## config.mk

```make
export PLATFORM = sky130hd
export DESIGN_NAME = c3dc_queue
export DESIGN_NICKNAME = d
export VERILOG_FILES = /design/src/rtl/core/c3dc_pkg.sv /design/src/rtl/core/c3dc_queue.sv
export SDC_FILE = /design/constraint.sdc
export NUM_CORES = 1
export LEC_CHECK = 0
export BUFFER_PORTS_ARGS = -buffer_cell sky130_fd_sc_hd__clkbuf_2
export CAP_MARGIN = 20
export CORE_MARGIN = 3
export CORE_UTILIZATION = 45
export CTS_BUF_LIST = sky130_fd_sc_hd__clkbuf_2 sky130_fd_sc_hd__clkbuf_4 sky130_fd_sc_hd__clkbuf_8
export CTS_CLUSTER_DIAMETER = 60
export DETAILED_ROUTE_END_ITERATION = 16
export PLACE_DENSITY = 0.66
export SYNTH_ARGS = -nofsm -noshare
export SYNTH_HDL_FRONTEND = slang
export SYNTH_SLANG_ARGS = --single-unit
```

## constraint.sdc

```tcl
create_clock -name clk -period 6.1 [get_ports clk]
set_clock_uncertainty 0.2 [all_clocks]
set_input_delay 0.305 -clock clk [delete_from_list [all_inputs] [get_ports clk]]
set_output_delay 0.305 -clock clk [all_outputs]
set_load 0.02 [all_outputs]
```

## src/rtl/core/c3dc_pkg.sv

```systemverilog
// Package for the 3x3 convolution block: widths, codes, constants and the
// structs shared by the front, the queue, the back end and the top level.
// No dependencies.
package c3dc_pkg;

  localparam int MAX_WIDTH_DEF = 1024;
  localparam int COEF_BITS_DEF = 8;

  localparam int PIX_W      = 8;
  localparam int ROW_W      = 16;
  localparam int COL_W      = 10;
  localparam int MASK_W     = 24;
  localparam int IMG_W_W    = 11;
  localparam int IMG_H_W    = 16;
  localparam int CFG_IDX_W  = 3;
  localparam int CFG_DATA_W = 24;

  localparam int MIN_DIM   = 3;
  localparam int WIN_TAPS  = 9;
  localparam int ROW_TAPS  = 3;
  localparam int WIN_COLS  = 6;

  // queue between front and back; depth must be a power of two
  localparam int Q_DEPTH   = 4;
  localparam int Q_PTR_W   = $clog2(Q_DEPTH);
  localparam int Q_CNT_W   = $clog2(Q_DEPTH + 1);

  // divide by nine through a reciprocal, valid for 0 .. CLAMP_LIMIT-1
  localparam int DIV9_RECIP  = 7282;
  localparam int DIV9_SHIFT  = 16;
  localparam int DIV_IN_W    = 12;
  localparam int RECIP_W     = 13;
  localparam int PIX_MAX     = 255;
  localparam int CLAMP_LIMIT = 9 * (PIX_MAX + 1);

  typedef logic [CFG_IDX_W-1:0] cfg_idx_t;

  localparam cfg_idx_t CFG_MASK_TOP    = 3'd0;
  localparam cfg_idx_t CFG_MASK_MIDDLE = 3'd1;
  localparam cfg_idx_t CFG_MASK_BOTTOM = 3'd2;
  localparam cfg_idx_t CFG_IMG_WIDTH   = 3'd3;
  localparam cfg_idx_t CFG_IMG_HEIGHT  = 3'd4;

  localparam logic [IMG_W_W-1:0] IMG_W_RST = 11'd640;
  localparam logic [IMG_H_W-1:0] IMG_H_RST = 16'd480;

  typedef struct packed {
    logic [MASK_W-1:0]  mask_top;
    logic [MASK_W-1:0]  mask_middle;
    logic [MASK_W-1:0]  mask_bottom;
    logic [IMG_W_W-1:0] width;
    logic [IMG_H_W-1:0] height;
  } c3dc_cfg_t;

  typedef struct packed {
    logic [ROW_W-1:0] row;
    logic [COL_W-1:0] col;
    logic             last;
  } c3dc_meta_t;

  // taps: top row left..right, middle row, bottom row
  typedef struct packed {
    logic [WIN_TAPS-1:0][PIX_W-1:0] pix;
    c3dc_meta_t                     meta;
  } c3dc_win_t;

  typedef struct packed {
    logic      valid;
    c3dc_win_t data;
  } c3dc_push_t;

endpackage

```

## src/rtl/core/c3dc_queue.sv

```systemverilog
// Small window queue that decouples the front end from the MAC back end.
// Depends on c3dc_pkg.
module c3dc_queue import c3dc_pkg::*; (
  input  logic               clk,
  input  logic               rst_n,
  input  c3dc_push_t         push,
  input  logic               pop,
  output logic               pop_valid,
  output c3dc_win_t          pop_data,
  output logic [Q_CNT_W-1:0] cnt
);

  c3dc_win_t          q_mem [Q_DEPTH];
  logic [Q_PTR_W-1:0] wr_ptr_r, rd_ptr_r;
  logic [Q_CNT_W-1:0] cnt_r, cnt_nxt;

  // front never pushes into a full queue (credit check on its side)
  always_comb begin
    cnt_nxt = cnt_r;
    if (push.valid && !pop) begin
      cnt_nxt = cnt_r + Q_CNT_W'(1);
    end else if (!push.valid && pop) begin
      cnt_nxt = cnt_r - Q_CNT_W'(1);
    end
  end

  always_ff @(posedge clk) begin
    if (!rst_n) begin
      wr_ptr_r <= '0;
      rd_ptr_r <= '0;
      cnt_r    <= '0;
    end else begin
      cnt_r <= cnt_nxt;
      if (push.valid) begin
        wr_ptr_r <= wr_ptr_r + Q_PTR_W'(1);
      end
      if (pop) begin
        rd_ptr_r <= rd_ptr_r + Q_PTR_W'(1);
      end
    end
  end

  always_ff @(posedge clk) begin
    if (push.valid) begin
      q_mem[wr_ptr_r] <= push.data;
    end
  end

  assign pop_valid = cnt_r != '0;
  assign pop_data  = q_mem[rd_ptr_r];
  assign cnt       = cnt_r;

endmodule

```

### Word level (Yosys, flattened, before mapping)

Memory sizes are Yosys's and may differ from the RTL's. A register that Yosys moved wholly into a read port is not among the register bits.
Index checks and enable logic that the tools add are counted.

* multiplexer cells: 6
* reduce and logical (&&, ||, !) cells: 6
* add/sub/neg operators: 4

Operators with widths (count)
* $mux W3: 2
* $add A2 B1 Y2 const B: 2
* $mux W2: 2
* $add A3 B1 Y3 const B: 1
* $reduce_bool A3 Y1: 1
* $sub A3 B1 Y3 const B: 1
* $logic_and A1 B1 Y1: 2
* $logic_not A1 Y1: 2
* $mux W1: 2
* $reduce_bool A2 Y1: 1

* logic and storage cells: 20
* input bits: 103
* memories kept: 1
* register bits after elaboration: 7
* memory bits (writable): 396

Memories
* q_mem: depth 4, bits a word 99, rd ports 1, clocked after Yosys merged registers in 1, wr ports 1, RTL line c3dc_queue.sv:13 `c3dc_win_t q_mem [Q_DEPTH];`

### Depth between registers and ports, before layout

* word-level depth: 4
* gate-level depth with buffers: 7
* depth with buffers taken out: 7

### Worst setup path after synthesis

Ideal clock, no wire load.

* path type: flip-flop to flip-flop
* start point: register wr_ptr_r[0]
* end point: memory q_mem[0][0] (netlist name), enable pin
* buffers on the path: 0
* slack: 2.602 ns
* arrival time: 2.830 ns
* period minus slack after synthesis: 3.498 ns
* library setup time: 0.469 ns
* required time: 5.431 ns
* cell stages (with the launch flop): 4
* path through: dfxtp_1 inv_1 ha_1 and2_1

RTL lines
* start, declared: RTL line c3dc_queue.sv:14 `logic [Q_PTR_W-1:0] wr_ptr_r, rd_ptr_r;`
* start signal, assigned: RTL line c3dc_queue.sv:35 `wr_ptr_r <= wr_ptr_r + Q_PTR_W'(1);`
* end, declared: RTL line c3dc_queue.sv:13

Straight into the memory's write port.

==> results.ini <==
[sta]
fin_crit_sh_pct=54.9
slew_headroom_pct=35.2
max_slew.worst_pin.slew_ns=0.972
period_needed_ns=3.35
rsz0062_at_grt=no
hold_violations=0
final_max_slew_viol_count=0
setup_violations=0
clock.fmax_ghz=0.299
tns_ns=0

[routing]
post_drt_wl_per_cell_um=20.7
wl_um=29000
drt-pass1-iter-count=5
initialDrtViolationCount=420
drcViolationCount=0
via_per_inst=5.12
ant_nets=0
vias=7179

[place]
gp_congestion=0.711
port_buffers=205
dpl.hpwl_um=16500

[power_and_ir_drop]
total_power_mw=6.29
p_per_area_nw_per_um2=338
vdd_drop_max_uv=266
leakage_nw=6.43

[global_route]
grt_max_degree=61
grt_pass1_wl_um=46000
grt-ovfl-total=0
grt_pass1_vias=8203
antenna_found_initial=0
gr-usage-all-layers_pct=16.9

[synthesis]
ys_warn_count=0
yosysSeqAreaShare_pct=82.2
avgSynthCellArea_um2=26.3
synth_nets=668
netlist_instances=559
synth.largest_area_cell=edfxtp_1
synth_top_area_share_pct=81.0
ys_top_cells_by_area=edfxtp_1, mux4_2, dfxtp_1
synth-seq-cells=405
synth_cell_type_count=20
synth.cell_area_um2=14700

[clock_network]
cts.repair.resized=0
htreeDepth=2
cts.sinks=405
cts_tree=done
numCtsBuffers=61
insertion_delay_ns=0.58
clk_pin_slew_ns=0.06
cts_root_buffer=clkbuf_8
clk_path_buf_depth=3

[worst_setup_path]
startpoint_type=register
crit_path_end_kind=output pin
critPathArrivalTime_ns=2.84
cp_top_family=buffers and inverters
slowest_delay_ns=0.85
critPathMaxFanout=51
crit_buf_inv=2
crit_type=reg -> out
slowest_stage=dfxtp_4
required_ns=5.59
path_cells=buf_4 -> mux4_2 -> clkbuf_2

[die]
start_util_pct=46.1
die-area_um2=34800
num_rows=65
core_um2=31900
die_w_um=187
io_pins=206
die_h_um=187

[run_status]
status=completed

[flow_run]
maxCapViolCount=0

[finish]
nets=1024
drive_above_1_share_pct=43.8
syn_to_final_growth_pct=26.6
n_antenna_cell=0

[hold_path]
hold_path.class=in -> reg

[flip-flops by register name, indices dropped and copies added, names as in the netlist, named ones only]
name	count
wr_ptr_r	2
rd_ptr_r	2
q_mem	396
cnt	3
[where the power goes]
group / switching (mW) / internal [mW] / leakage, nW
registers: 0.0469 / 3.20 / 3.71
clock network: 0.994 / 1.34 / 0.705
logic: 0.404 / 0.305 / 2.01
[layout make-up]
cell class,count,area (um2)
timing repair buffer,315,2140
sequential,405,12100
clock inverter,33,310
tap,435,544
multi-input combinational,128,2480
clock buffer,81,1010
inverter,4,15.0
fill,2362,13300
[cell families (layout without fill, tap and decap cells)]
logic type      count (synthesis)  in the layout  share of synthesized area [%]
compound gates                  2              2                         0.0852
xor+xnor                        5              5                          0.298
flops                         405            405                           82.2
buf+inv                        26            433                          0.980
mux                           101            101                           15.3
fa+ha+maj                       6              6                          0.562
simple gates                   14             14                          0.579
[cell usage after synthesis]
| library cell | count |
|---|---|
| xnor2_1 | 2 |
| nor2b_1 | 2 |
| buf_6 | 1 |
| or3_1 | 2 |
| and2_1 | 9 |
| mux2i_1 | 2 |
| clkbuf_1 | 8 |
| mux4_2 | 99 |
| buf_8 | 2 |
| ha_1 | 5 |
| inv_1 | 4 |
| dfxtp_1 | 9 |
| edfxtp_1 | 396 |
| nand2_1 | 1 |
| xor2_1 | 3 |
| o21ai_0 | 1 |
| buf_2 | 10 |
| buf_4 | 1 |
| fa_1 | 1 |
| a21boi_0 | 1 |
[path summary, 6_finish.rpt]
check | startpoint | end | slack [ns] | depth (start not counted)
setup reg to reg | wr_ptr_r[0] | q_mem[0][98] | 3.47 | 4
hold / removal | push[72] | q_mem[0][72] | 0.28 | 2
setup / recovery | register | pop_data[76] | 2.75 | 3
hold reg to reg | cnt[2] | cnt[2] | 0.32 | 2
[worst reg2reg max path: cells and delay by family (launching register included)]
kind / cells / cell delay (ns)
fa+ha+maj: 1 / 0.16
buf+inv: 2 / 0.77
flops: 1 / 0.35
simple gates: 1 / 0.77
[routing by layer]
layer / global-route usage (%) / up-vias / wire [um]
met5: 0 / - / 0
met4: 5.03 / 0 / 662
met3: 3.93 / 61 / 1680
met2: 29.1 / 249 / 15100
met1: 21.6 / 3738 / 11600
li1: - / 3131 / -
[cells in the final DEF (no fill, tap or decap), types with 3 or more instances in the layout]
cell type	synthesis	routed
edfxtp_1	396	396
clkbuf_4	0	16
clkinv_1	0	8
mux4_2	99	99
bufinv_16	0	6
and2_1	9	5
clkinv_2	0	17
xor2_1	3	3
dlygate4sd3_1	0	103
clkbuf_8	0	65
ha_1	5	5
clkbuf_2	0	205
buf_4	1	5
dfxtp_1	9	7
and2_4	0	4
inv_1	4	4
[stage by stage]
| stage | instances | setup slack (ns) | utilization [%] | hold slack [ns] | instance area [um2] |
|---|---|---|---|---|---|
| finish | 1401 | 2.75 | 58.3 | 0.279 | 18600 |
| global route | 1401 | 2.56 | 58.3 | 0.234 | 18600 |
| CTS | 1400 | 2.49 | 58.2 | 0.204 | 18600 |
| detailed placement | 1183 | 3.15 | 50.8 | 0.317 | 16200 |
| global placement | 1183 | 3.20 | 50.8 | 0.293 | 16200 |
| floorplan | 559 | 2.60 | - | 0.204 | 14700 |
[timing repair]
| item | in CTS | in global routing |
|---|---|---|
| buffers inserted | 0 | 0 |
| endpoints found under the hold margin | 405 | 0 |
| hold buffers | 103 | 0 |
(Power assumes the default switching activity.)
