--- src/rtl/core/c3dc_pkg.sv ---
// Package for the 3x3 convolution block: widths, codes, constants and the
// structs shared by the front, the queue, the back end and the top level.
// No dependencies.
package c3dc_pkg;

  localparam int MAX_WIDTH_DEF = 1024;
  localparam int COEF_BITS_DEF = 8;

  localparam int PIX_W      = 8;
  localparam int ROW_W      = 16;
  localparam int COL_W      = 10;
  localparam int MASK_W     = 24;
  localparam int IMG_W_W    = 11;
  localparam int IMG_H_W    = 16;
  localparam int CFG_IDX_W  = 3;
  localparam int CFG_DATA_W = 24;

  localparam int MIN_DIM   = 3;
  localparam int WIN_TAPS  = 9;
  localparam int ROW_TAPS  = 3;
  localparam int WIN_COLS  = 6;

  // queue between front and back; depth must be a power of two
  localparam int Q_DEPTH   = 4;
  localparam int Q_PTR_W   = $clog2(Q_DEPTH);
  localparam int Q_CNT_W   = $clog2(Q_DEPTH + 1);

  // divide by nine through a reciprocal, valid for 0 .. CLAMP_LIMIT-1
  localparam int DIV9_RECIP  = 7282;
  localparam int DIV9_SHIFT  = 16;
  localparam int DIV_IN_W    = 12;
  localparam int RECIP_W     = 13;
  localparam int PIX_MAX     = 255;
  localparam int CLAMP_LIMIT = 9 * (PIX_MAX + 1);

  typedef logic [CFG_IDX_W-1:0] cfg_idx_t;

  localparam cfg_idx_t CFG_MASK_TOP    = 3'd0;
  localparam cfg_idx_t CFG_MASK_MIDDLE = 3'd1;
  localparam cfg_idx_t CFG_MASK_BOTTOM = 3'd2;
  localparam cfg_idx_t CFG_IMG_WIDTH   = 3'd3;
  localparam cfg_idx_t CFG_IMG_HEIGHT  = 3'd4;

  localparam logic [IMG_W_W-1:0] IMG_W_RST = 11'd640;
  localparam logic [IMG_H_W-1:0] IMG_H_RST = 16'd480;

  typedef struct packed {
    logic [MASK_W-1:0]  mask_top;
    logic [MASK_W-1:0]  mask_middle;
    logic [MASK_W-1:0]  mask_bottom;
    logic [IMG_W_W-1:0] width;
    logic [IMG_H_W-1:0] height;
  } c3dc_cfg_t;

  typedef struct packed {
    logic [ROW_W-1:0] row;
    logic [COL_W-1:0] col;
    logic             last;
  } c3dc_meta_t;

  // taps: top row left..right, middle row, bottom row
  typedef struct packed {
    logic [WIN_TAPS-1:0][PIX_W-1:0] pix;
    c3dc_meta_t                     meta;
  } c3dc_win_t;

  typedef struct packed {
    logic      valid;
    c3dc_win_t data;
  } c3dc_push_t;

endpackage

--- src/rtl/core/c3dc_if.sv ---


interface c3dc_res_if import c3dc_pkg::*; ();
  logic             valid;
  logic             ready;
  logic [PIX_W-1:0] filtered_value;
  logic [ROW_W-1:0] centre_row;
  logic [COL_W-1:0] centre_col;
  logic             frame_last;

  modport source (output valid, output filtered_value, output centre_row,
                  output centre_col, output frame_last, input ready);
  modport sink   (input valid, input filtered_value, input centre_row,
                  input centre_col, input frame_last, output ready);
endinterface

--- src/rtl/core/c3dc_back.sv ---
// Back end: nine products, row sums, window sum, divide by nine and clamp,
// as a stallable pipeline ending in the output register.
// Depends on c3dc_pkg and c3dc_res_if.
module c3dc_back import c3dc_pkg::*; #(
  parameter int COEF_BITS = COEF_BITS_DEF
) (
  input  logic       clk,
  input  logic       rst_n,
  input  c3dc_cfg_t  cfg,
  input  logic       q_valid,
  input  c3dc_win_t  q_data,
  output logic       q_pop,
  c3dc_res_if.source out_ch
);

  localparam int PW   = COEF_BITS + PIX_W + 1;
  localparam int RW   = PW + 2;
  localparam int SW   = PW + 4;
  localparam int MW   = (3 * COEF_BITS > MASK_W) ? 3 * COEF_BITS : MASK_W;
  localparam int DP_W = DIV_IN_W + RECIP_W;

  logic [MW-1:0]               mrow [ROW_TAPS];
  logic signed [COEF_BITS-1:0] coef [WIN_TAPS];
  logic signed [PW-1:0]        prod_c [WIN_TAPS];
  logic signed [RW-1:0]        rs_c [ROW_TAPS];
  logic signed [SW-1:0]        sum_c;

  logic                 v1_r, v2_r, v3_r, ov_r;
  logic                 adv1, adv2, adv3, adv_o;
  logic signed [PW-1:0] p1_prod_r [WIN_TAPS];
  logic signed [RW-1:0] p2_rs_r [ROW_TAPS];
  logic signed [SW-1:0] p3_sum_r;
  c3dc_meta_t           p1_meta_r, p2_meta_r, p3_meta_r, o_meta_r;
  logic [PIX_W-1:0]     o_val_r;

  logic                 s_neg, s_big;
  logic [DIV_IN_W-1:0]  dq;
  logic [DP_W-1:0]      dprod;
  logic [PIX_W-1:0]     fv;

  assign mrow[0] = MW'(cfg.mask_top);
  assign mrow[1] = MW'(cfg.mask_middle);
  assign mrow[2] = MW'(cfg.mask_bottom);

  always_comb begin
    for (int j = 0; j < ROW_TAPS; j++) begin
      for (int i = 0; i < ROW_TAPS; i++) begin
        coef[j*ROW_TAPS+i] = $signed(mrow[j][i*COEF_BITS +: COEF_BITS]);
      end
    end
    for (int k = 0; k < WIN_TAPS; k++) begin
      prod_c[k] = PW'(coef[k]) * PW'($signed({1'b0, q_data.pix[k]}));
    end
    for (int j = 0; j < ROW_TAPS; j++) begin
      rs_c[j] = RW'(p1_prod_r[j*ROW_TAPS]) + RW'(p1_prod_r[j*ROW_TAPS+1])
              + RW'(p1_prod_r[j*ROW_TAPS+2]);
    end
    sum_c = SW'(p2_rs_r[0]) + SW'(p2_rs_r[1]) + SW'(p2_rs_r[2]);
  end

  // truncating divide only matters below the clamp limit
  always_comb begin
    s_neg = p3_sum_r[SW-1];
    s_big = !s_neg && (p3_sum_r > SW'(CLAMP_LIMIT - 1));
    dq    = p3_sum_r[DIV_IN_W-1:0];
    dprod = DP_W'(dq) * DP_W'(DIV9_RECIP);
    if (s_neg) begin
      fv = '0;
    end else if (s_big) begin
      fv = PIX_W'(PIX_MAX);
    end else begin
      fv = dprod[DIV9_SHIFT +: PIX_W];
    end
  end

  assign adv_o = !ov_r || out_ch.ready;
  assign adv3  = !v3_r || adv_o;
  assign adv2  = !v2_r || adv3;
  assign adv1  = !v1_r || adv2;
  assign q_pop = q_valid && adv1;

  always_ff @(posedge clk) begin
    if (!rst_n) begin
      v1_r <= 1'b0;
      v2_r <= 1'b0;
      v3_r <= 1'b0;
      ov_r <= 1'b0;
    end else begin
      if (adv1) begin
        v1_r <= q_valid;
      end
      if (adv2) begin
        v2_r <= v1_r;
      end
      if (adv3) begin
        v3_r <= v2_r;
      end
      if (adv_o) begin
        ov_r <= v3_r;
      end
    end
  end

  always_ff @(posedge clk) begin
    if (adv1) begin
      for (int k = 0; k < WIN_TAPS; k++) begin
        p1_prod_r[k] <= prod_c[k];
      end
      p1_meta_r <= q_data.meta;
    end
    if (adv2) begin
      for (int j = 0; j < ROW_TAPS; j++) begin
        p2_rs_r[j] <= rs_c[j];
      end
      p2_meta_r <= p1_meta_r;
    end
    if (adv3) begin
      p3_sum_r  <= sum_c;
      p3_meta_r <= p2_meta_r;
    end
    if (adv_o) begin
      o_val_r  <= fv;
      o_meta_r <= p3_meta_r;
    end
  end

  assign out_ch.valid          = ov_r;
  assign out_ch.filtered_value = o_val_r;
  assign out_ch.centre_row     = o_meta_r.row;
  assign out_ch.centre_col     = o_meta_r.col;
  assign out_ch.frame_last     = o_meta_r.last;

endmodule

--- src/flat_wrapper.sv ---
// flat-port wrapper written by rule: the top's interface ports become plain ports
module c3dc_back_flat import c3dc_pkg::*;
#(
  parameter int COEF_BITS = COEF_BITS_DEF
)
  (clk, rst_n, cfg, q_valid, q_data, q_pop, out_ch_valid, out_ch_filtered_value, out_ch_centre_row, out_ch_centre_col, out_ch_frame_last, out_ch_ready);
  c3dc_res_if out_ch_i ();
  input  logic clk;
  input  logic rst_n;
  input  c3dc_cfg_t cfg;
  input  logic q_valid;
  input  c3dc_win_t q_data;
  output logic q_pop;
  output wire logic [$bits(out_ch_i.valid)-1:0] out_ch_valid;
  output wire logic [$bits(out_ch_i.filtered_value)-1:0] out_ch_filtered_value;
  output wire logic [$bits(out_ch_i.centre_row)-1:0] out_ch_centre_row;
  output wire logic [$bits(out_ch_i.centre_col)-1:0] out_ch_centre_col;
  output wire logic [$bits(out_ch_i.frame_last)-1:0] out_ch_frame_last;
  input wire logic [$bits(out_ch_i.ready)-1:0] out_ch_ready;
  assign out_ch_valid = out_ch_i.valid;
  assign out_ch_filtered_value = out_ch_i.filtered_value;
  assign out_ch_centre_row = out_ch_i.centre_row;
  assign out_ch_centre_col = out_ch_i.centre_col;
  assign out_ch_frame_last = out_ch_i.frame_last;
  assign out_ch_i.ready = out_ch_ready;
  c3dc_back #(.COEF_BITS(COEF_BITS)) u_core (.clk(clk), .rst_n(rst_n), .cfg(cfg), .q_valid(q_valid), .q_data(q_data), .q_pop(q_pop), .out_ch(out_ch_i));
endmodule
--- config.mk ---
export PLATFORM = sky130hd
export DESIGN_NAME = c3dc_back_flat
export DESIGN_NICKNAME = d
export VERILOG_FILES = /design/src/rtl/core/c3dc_pkg.sv /design/src/rtl/core/c3dc_if.sv /design/src/rtl/core/c3dc_back.sv /design/src/flat_wrapper.sv
export SDC_FILE = /design/constraint.sdc
export NUM_CORES = 2
export LEC_CHECK = 0
export CORE_ASPECT_RATIO = 0.6
export CORE_MARGIN = 4
export CORE_UTILIZATION = 36
export CTS_CLUSTER_SIZE = 10
export DETAILED_ROUTE_END_ITERATION = 6
export DONT_BUFFER_PORTS = 1
export MAX_ROUTING_LAYER = met4
export SYNTH_ARGS = -nofsm -noshare
export SYNTH_HDL_FRONTEND = slang
export SYNTH_SLANG_ARGS = --single-unit
export TNS_END_PERCENT = 1
--- constraint.sdc ---
create_clock -name clk -period 8.1 [get_ports clk]
set_input_delay 0 -clock clk [delete_from_list [all_inputs] [get_ports clk]]
set_output_delay 0 -clock clk [all_outputs]
set_load 0.02 [all_outputs]
# Word-level counts from Yosys, hierarchy flattened
# Memories as Yosys holds them, arrays and structs flattened.
# Index checks and enable logic that the tools add are counted.
classes:
  n_addsub: 8
  n_mul: 10
  order_cmp: 1
  n_mux: 5
  reduce_logical: 11
ops:
  columns: ["operator", "n"]
  rows:
  - ["multiplier 8 x 9 -> 17 bit", 9]
  - ["adder 18 x 17 -> 19 bit", 3]
  - ["adder 17 x 17 -> 18 bit", 3]
  - ["multiplier 12 x 12 -> 23 bit, second input constant", 1]
  - ["adder 20 x 19 -> 21 bit", 1]
  - ["> comparator 21 x 13 -> 1 bit, second input constant", 1]
  - ["adder 19 x 19 -> 20 bit", 1]
  - ["two-way mux 8 bit", 1]
  - ["zero test 1 bit", 5]
  - ["logical OR 1 bit", 4]
  - ["two-way mux 1 bit", 4]
  - ["logical AND 1 bit", 2]
totals:
  reg_bits: 141
  ramBits: 210
  input_bits: 202
  word_cells: 55
  n_memories: 2
mem_list:
  columns: ["memory", "words", "word_bits", "read_ports", "rd_clocked_by_memory_dff", "write_ports", "line", "rtl"]
  rows:
  - ["u_core.p1_prod_r", 9, 17, 9, 0, 9, "c3dc_back.sv:30", "logic signed [PW-1:0] p1_prod_r [WIN_TAPS];"]
  - ["u_core.p2_rs_r", 3, 19, 3, 0, 3, "c3dc_back.sv:31", "logic signed [RW-1:0] p2_rs_r [ROW_TAPS];"]

# Logic depth before layout (Yosys ltp)
logic_depth:
  ltp_word: 7
  depth_mapped: 19
  ltp_nobuf: 19

# Worst setup path after synthesis
# OpenSTA, ideal clock, no wires.
synth_path:
  path_type: "register to register"
  from: "register u_core.ov_r, in the netlist u_core.out_ch.valid"
  to: "register u_core.p1_meta_r[0] (netlist name) (enable)"
  setup_time_ns: 1.471
  t_arrival_ns: 3.880
  required_ns: 6.629
  path_slack_ns: 2.749
  path_stages_with_launch: 4
  path_buffers: 0
  synth_period_minus_slack_ns: 5.351
  path_cell_list: "dfxtp_1 nor2b_1 and3_1 nand2_1"
synth_between:
  elab_chain_cells: 5
synth_rtl:
  columns: ["element", "line", "rtl"]
  rows:
  - ["from (decl)", "c3dc_back.sv:28", "logic v1_r, v2_r, v3_r, ov_r;"]
  - ["from (signal assigned)", "c3dc_back.sv:99", "ov_r <= v3_r;"]
  - ["zero test 1 bit", "c3dc_back.sv:76", "assign adv_o = !ov_r || out_ch.ready;"]
  - ["logical OR 1 bit", "c3dc_back.sv:76", null]
  - ["logical OR 1 bit", "c3dc_back.sv:77", "assign adv3 = !v3_r || adv_o;"]
  - ["logical OR 1 bit", "c3dc_back.sv:78", "assign adv2 = !v2_r || adv3;"]
  - ["logical OR 1 bit", "c3dc_back.sv:79", "assign adv1 = !v1_r || adv2;"]
  - ["to (signal assigned)", "c3dc_back.sv:109", "p1_meta_r <= q_data.meta;"]
  - ["to (decl)", "c3dc_back.sv:33", "c3dc_meta_t p1_meta_r, p2_meta_r, p3_meta_r, o_meta_r;"]
# Every way passes these cells.
# A chain may end at the register's enable or synchronous reset.

# Worst setup path in the final report
layout_path:
  from: "register u_core.p3_sum_r[9]"
  to: "register u_core.o_val_r[7], in the netlist u_core.out_ch.filtered_value[7], data pin"
layout_between:
  elab_chain_cells: 3
  elab_cells_between_ends: 4
  cone_classes: "mul (1); order compare (1); mux (1); reduce/logical (1)"
layout_rtl:
  columns: ["element", "line", "rtl"]
  rows:
  - ["from (decl)", "c3dc_back.sv:32", "logic signed [SW-1:0] p3_sum_r;"]
  - ["from (signal assigned)", "c3dc_back.sv:118", "p3_sum_r <= sum_c;"]
  - ["parallel branches: the longest is 2 deep, another holds multiplier 12 x 12 -> 23 bit", null, null]
  - ["two-way mux 8 bit (*)", "c3dc_back.sv:69", "end else if (s_big) begin"]
  - ["to (signal assigned)", "c3dc_back.sv:122", "o_val_r <= fv;"]
  - ["to (decl)", "c3dc_back.sv:34", "logic [PIX_W-1:0] o_val_r;"]
# Mark *: on every way between the ends.

==> impl_results.md <==
* Final RePlAce weighted congestion at 0.844
* CTS tree: done
* Clock Tree Root: clkbuf_16
* RSZ-0062 raised after global routing: no
* Post-synthesis register bit count at 351
* Top cells by count, synth: inv_1, ha_1, fa_1, edfxtp_1, and2_1
* Number of enable flip-flop cells after synthesis at 347
* Min-Delay Endpoint: u_core.p1_prod_r[0][70]
* Primary FF master, synth: edfxtp_1
* Setup TNS at 0 ns
* Worst setup SP type: register
* Net Count, Synth at 4600
* Worst relative slew slack at 0.319
* Via density per instance at 4.83
* Syn Area/Cell at 10.8 µm²
* Cell area after synthesis at 37000 µm²
* Endpoints failing hold at 0
* Crit end category: register
* Critical path, cell by cell: inv_1 -> fa_1 -> inv_1 -> ha_1 -> inv_1 -> fa_1 -> inv_1 -> fa_1 -> inv_1 -> fa_1 -> inv_1 -> ha_1 -> nand4_1 -> a21oi_1 -> a21oi_1 -> a21boi_1 -> a21o_1 -> nor2_1 -> a2111oi_2
* Critical path buffer and inverter count at 6
* Final setup fails at 0
* Critical path peak fanout at 4
* Syn Inst Count at 3428
* Final period util at 0.631
* Worst-Margin Slew at 1.02 ns
* Share of flip-flops with an asynchronous set or reset at 0
* Clock latency on the worst-skew pair at 0.58 ns
* Vias in the first global route at 23900
* Via count at 23800
* DP Wirelength at 67100 µm
* Die width at 422 µm
* Clock-pin slew on the worst setup and hold paths at 0.06 ns
* FMAX at 196 MHz
* Outcome: complete, no violations
* Wirelength per Cell at 16.7 µm
* Core area at 101000 µm²
* Fillers at 9841
* RR Endpoint: u_core.out_ch.filtered_value[7]
* Final core occ at 0.404
* IO Pins at 239
* CTS buffer count at 43
* Max-cap violations at 0
* Area contributors post-synth: edfxtp_1, fa_1, ha_1
* Most used cell, CP: inv_1
* Largest net degree at the start of global routing at 77
* Shortest period the worst path allows at 5.11 ns
* HP Class: input pin to register
* Crit path max-delay family: adder cells
* Hold buffers post-CTS at 95
* Final wirelength at 82200 µm
* Fin nets at 4740
* Area growth syn-to-layout at 10.6%
* Count leader, synth: inv_1
* Hold path startpoint: cfg[60]
* Total die area at 108000 µm²
* Row count at 90
* Remaining global-route overflow at 0
* Max-slew violations at 0
* GRT Total Usage at 0.159
* Port-buffer cells at 0
* Cells resized by post-CTS repair at 0
* CP max stage cell: fa_1
* Post-DRT Antenna Nets at 0
* Worst reg-to-reg setup slack at 2.99 ns
* Detailed-route DRC error count at 0
* Setup CP Type: register to register
* Worst Hold Path Cells at 4
* Top cell type's share of synthesized area at 0.282
* Hold WS at 0.0584 ns
* Clock skew at 0.0241 ns
* Max stage delay on crit path at 0.53 ns
* Initial antenna violation count at 1
* Worst Path Arrival at 5.48 ns
* Reg2reg start: u_core.p3_sum_r[9]
* DR pass1 iterations at 5
* Leading area contributor after synthesis: edfxtp_1
* Layout cells sized above 1 at 0.0237
* Netlist cell types at 73
* Sequential share of the synthesized area at 0.284
* CTS sink cnt at 351
* Initial core utilization at 0.365
* Reg2Reg Depth at 19
* Post-CTS setup buffers at 0
* Die height at 256 µm
* Yosys warning total at 0
* First-pass GRT wire length at 134000 µm
* Worst path required time at 8.47 ns
* H-tree depth at 2
* DRT iter0 DRCs at 1284
* CTS Buffer Depth at 3
## kinds of logic after synthesis
family / Yosys count / synth area share
buf+inv: 677 / 0.0687
flops: 351 / 0.284
mux: 4 / 0.00112
compound gates: 352 / 0.0627
simple gates: 909 / 0.128
fa+ha+maj: 970 / 0.417
xor+xnor: 165 / 0.0391
## cell type report
type	count	area, µm²	share of cell area
multi-input cells	2400	24000	0.586
flip-flops and latches	351	10500	0.257
inverters	672	2520	0.0617
well taps	1334	1670	0.0408
clock buffers	55	1160	0.0284
repair buffers	100	988	0.0242
clock inverters	9	108	0.00263
diodes	1	2.50	0.0000612
## stage by stage
| stage | worst slack, ns | instances | cell area, µm² |
|---|---|---|---|
| after floorplan | 2.75 | 3428 | 37000 |
| after global placement | 3.05 | 4762 | 38700 |
| after detailed placement | 3.01 | 4762 | 38700 |
| after CTS | 2.96 | 4921 | 40900 |
| after global routing | 2.66 | 4922 | 40900 |
| final | 2.99 | 4922 | 40900 |
## tightest hold or removal path, stage by stage
cell and delay (ns):
and2_1 0.11, ha_1 0.12, ha_1 0.12, ha_1 0.15
## routing by layer
metal / track usage / wire length [µm]
met1: 0.249 / 43700
met2: 0.212 / 32400
met3: 0.0349 / 5350
met4: 0.0189 / 824
met5: - / 0
## worst max-delay path by stage
stage | startpoint | end | slack [ns] | cells after the start
2_1_floorplan | u_core.out_ch.valid | u_core.p1_meta_r[0] | 2.75 | 3
6_report | u_core.p3_sum_r[9] | u_core.out_ch.filtered_value[7] | 2.99 | 19
3_3_place_gp | u_core.p3_sum_r[7] | u_core.out_ch.filtered_value[7] | 3.05 | 19
3_5_place_dp | u_core.p3_sum_r[9] | u_core.out_ch.filtered_value[7] | 3.01 | 19
5_1_grt | u_core.p3_sum_r[9] | u_core.out_ch.filtered_value[7] | 2.66 | 19
4_1_cts | u_core.p3_sum_r[9] | u_core.out_ch.filtered_value[7] | 2.96 | 19
## registers in the layout, summed over array words and instances, names as in the netlist
| register | cells |
|---|---|
| u_core.out_ch.frame_last | 1 |
| u_core.p2_meta_r | 27 |
| u_core.v1_r | 1 |
| u_core.p1_meta_r | 27 |
| u_core.out_ch.centre_row | 16 |
| u_core.out_ch.valid | 1 |
| u_core.p3_meta_r | 27 |
| u_core.v2_r | 1 |
| u_core.p2_rs_r | 57 |
| u_core.out_ch.centre_col | 10 |
| u_core.p1_prod_r | 153 |
| u_core.v3_r | 1 |
| u_core.p3_sum_r | 21 |
| u_core.out_ch.filtered_value | 8 |
## cell usage in the layout (no fill, tap or decap), types with 8 or more instances in the layout
cell type / n
dlygate4sd3_1: 95
nor2_1: 127
o21ai_0: 36
xor2_1: 21
and3_1: 13
a21o_1: 36
and2_1: 321
inv_1: 670
o211ai_1: 10
clkbuf_16: 44
o31ai_1: 8
nand2_1: 232
nand4_1: 12
o21a_1: 40
nor3_1: 36
a31oi_1: 8
or2_2: 9
clkbuf_1: 9
a211oi_1: 15
or3_1: 25
nor2b_1: 31
nor4_1: 9
ha_1: 534
fa_1: 436
xnor2_1: 144
a21oi_1: 126
o21ai_1: 12
edfxtp_1: 347
nand2b_1: 52
nand3_1: 28
Power is left out: the tool's default activity adds up to more than one toggle a clock period on the data nets, which glitch-free logic cannot reach.
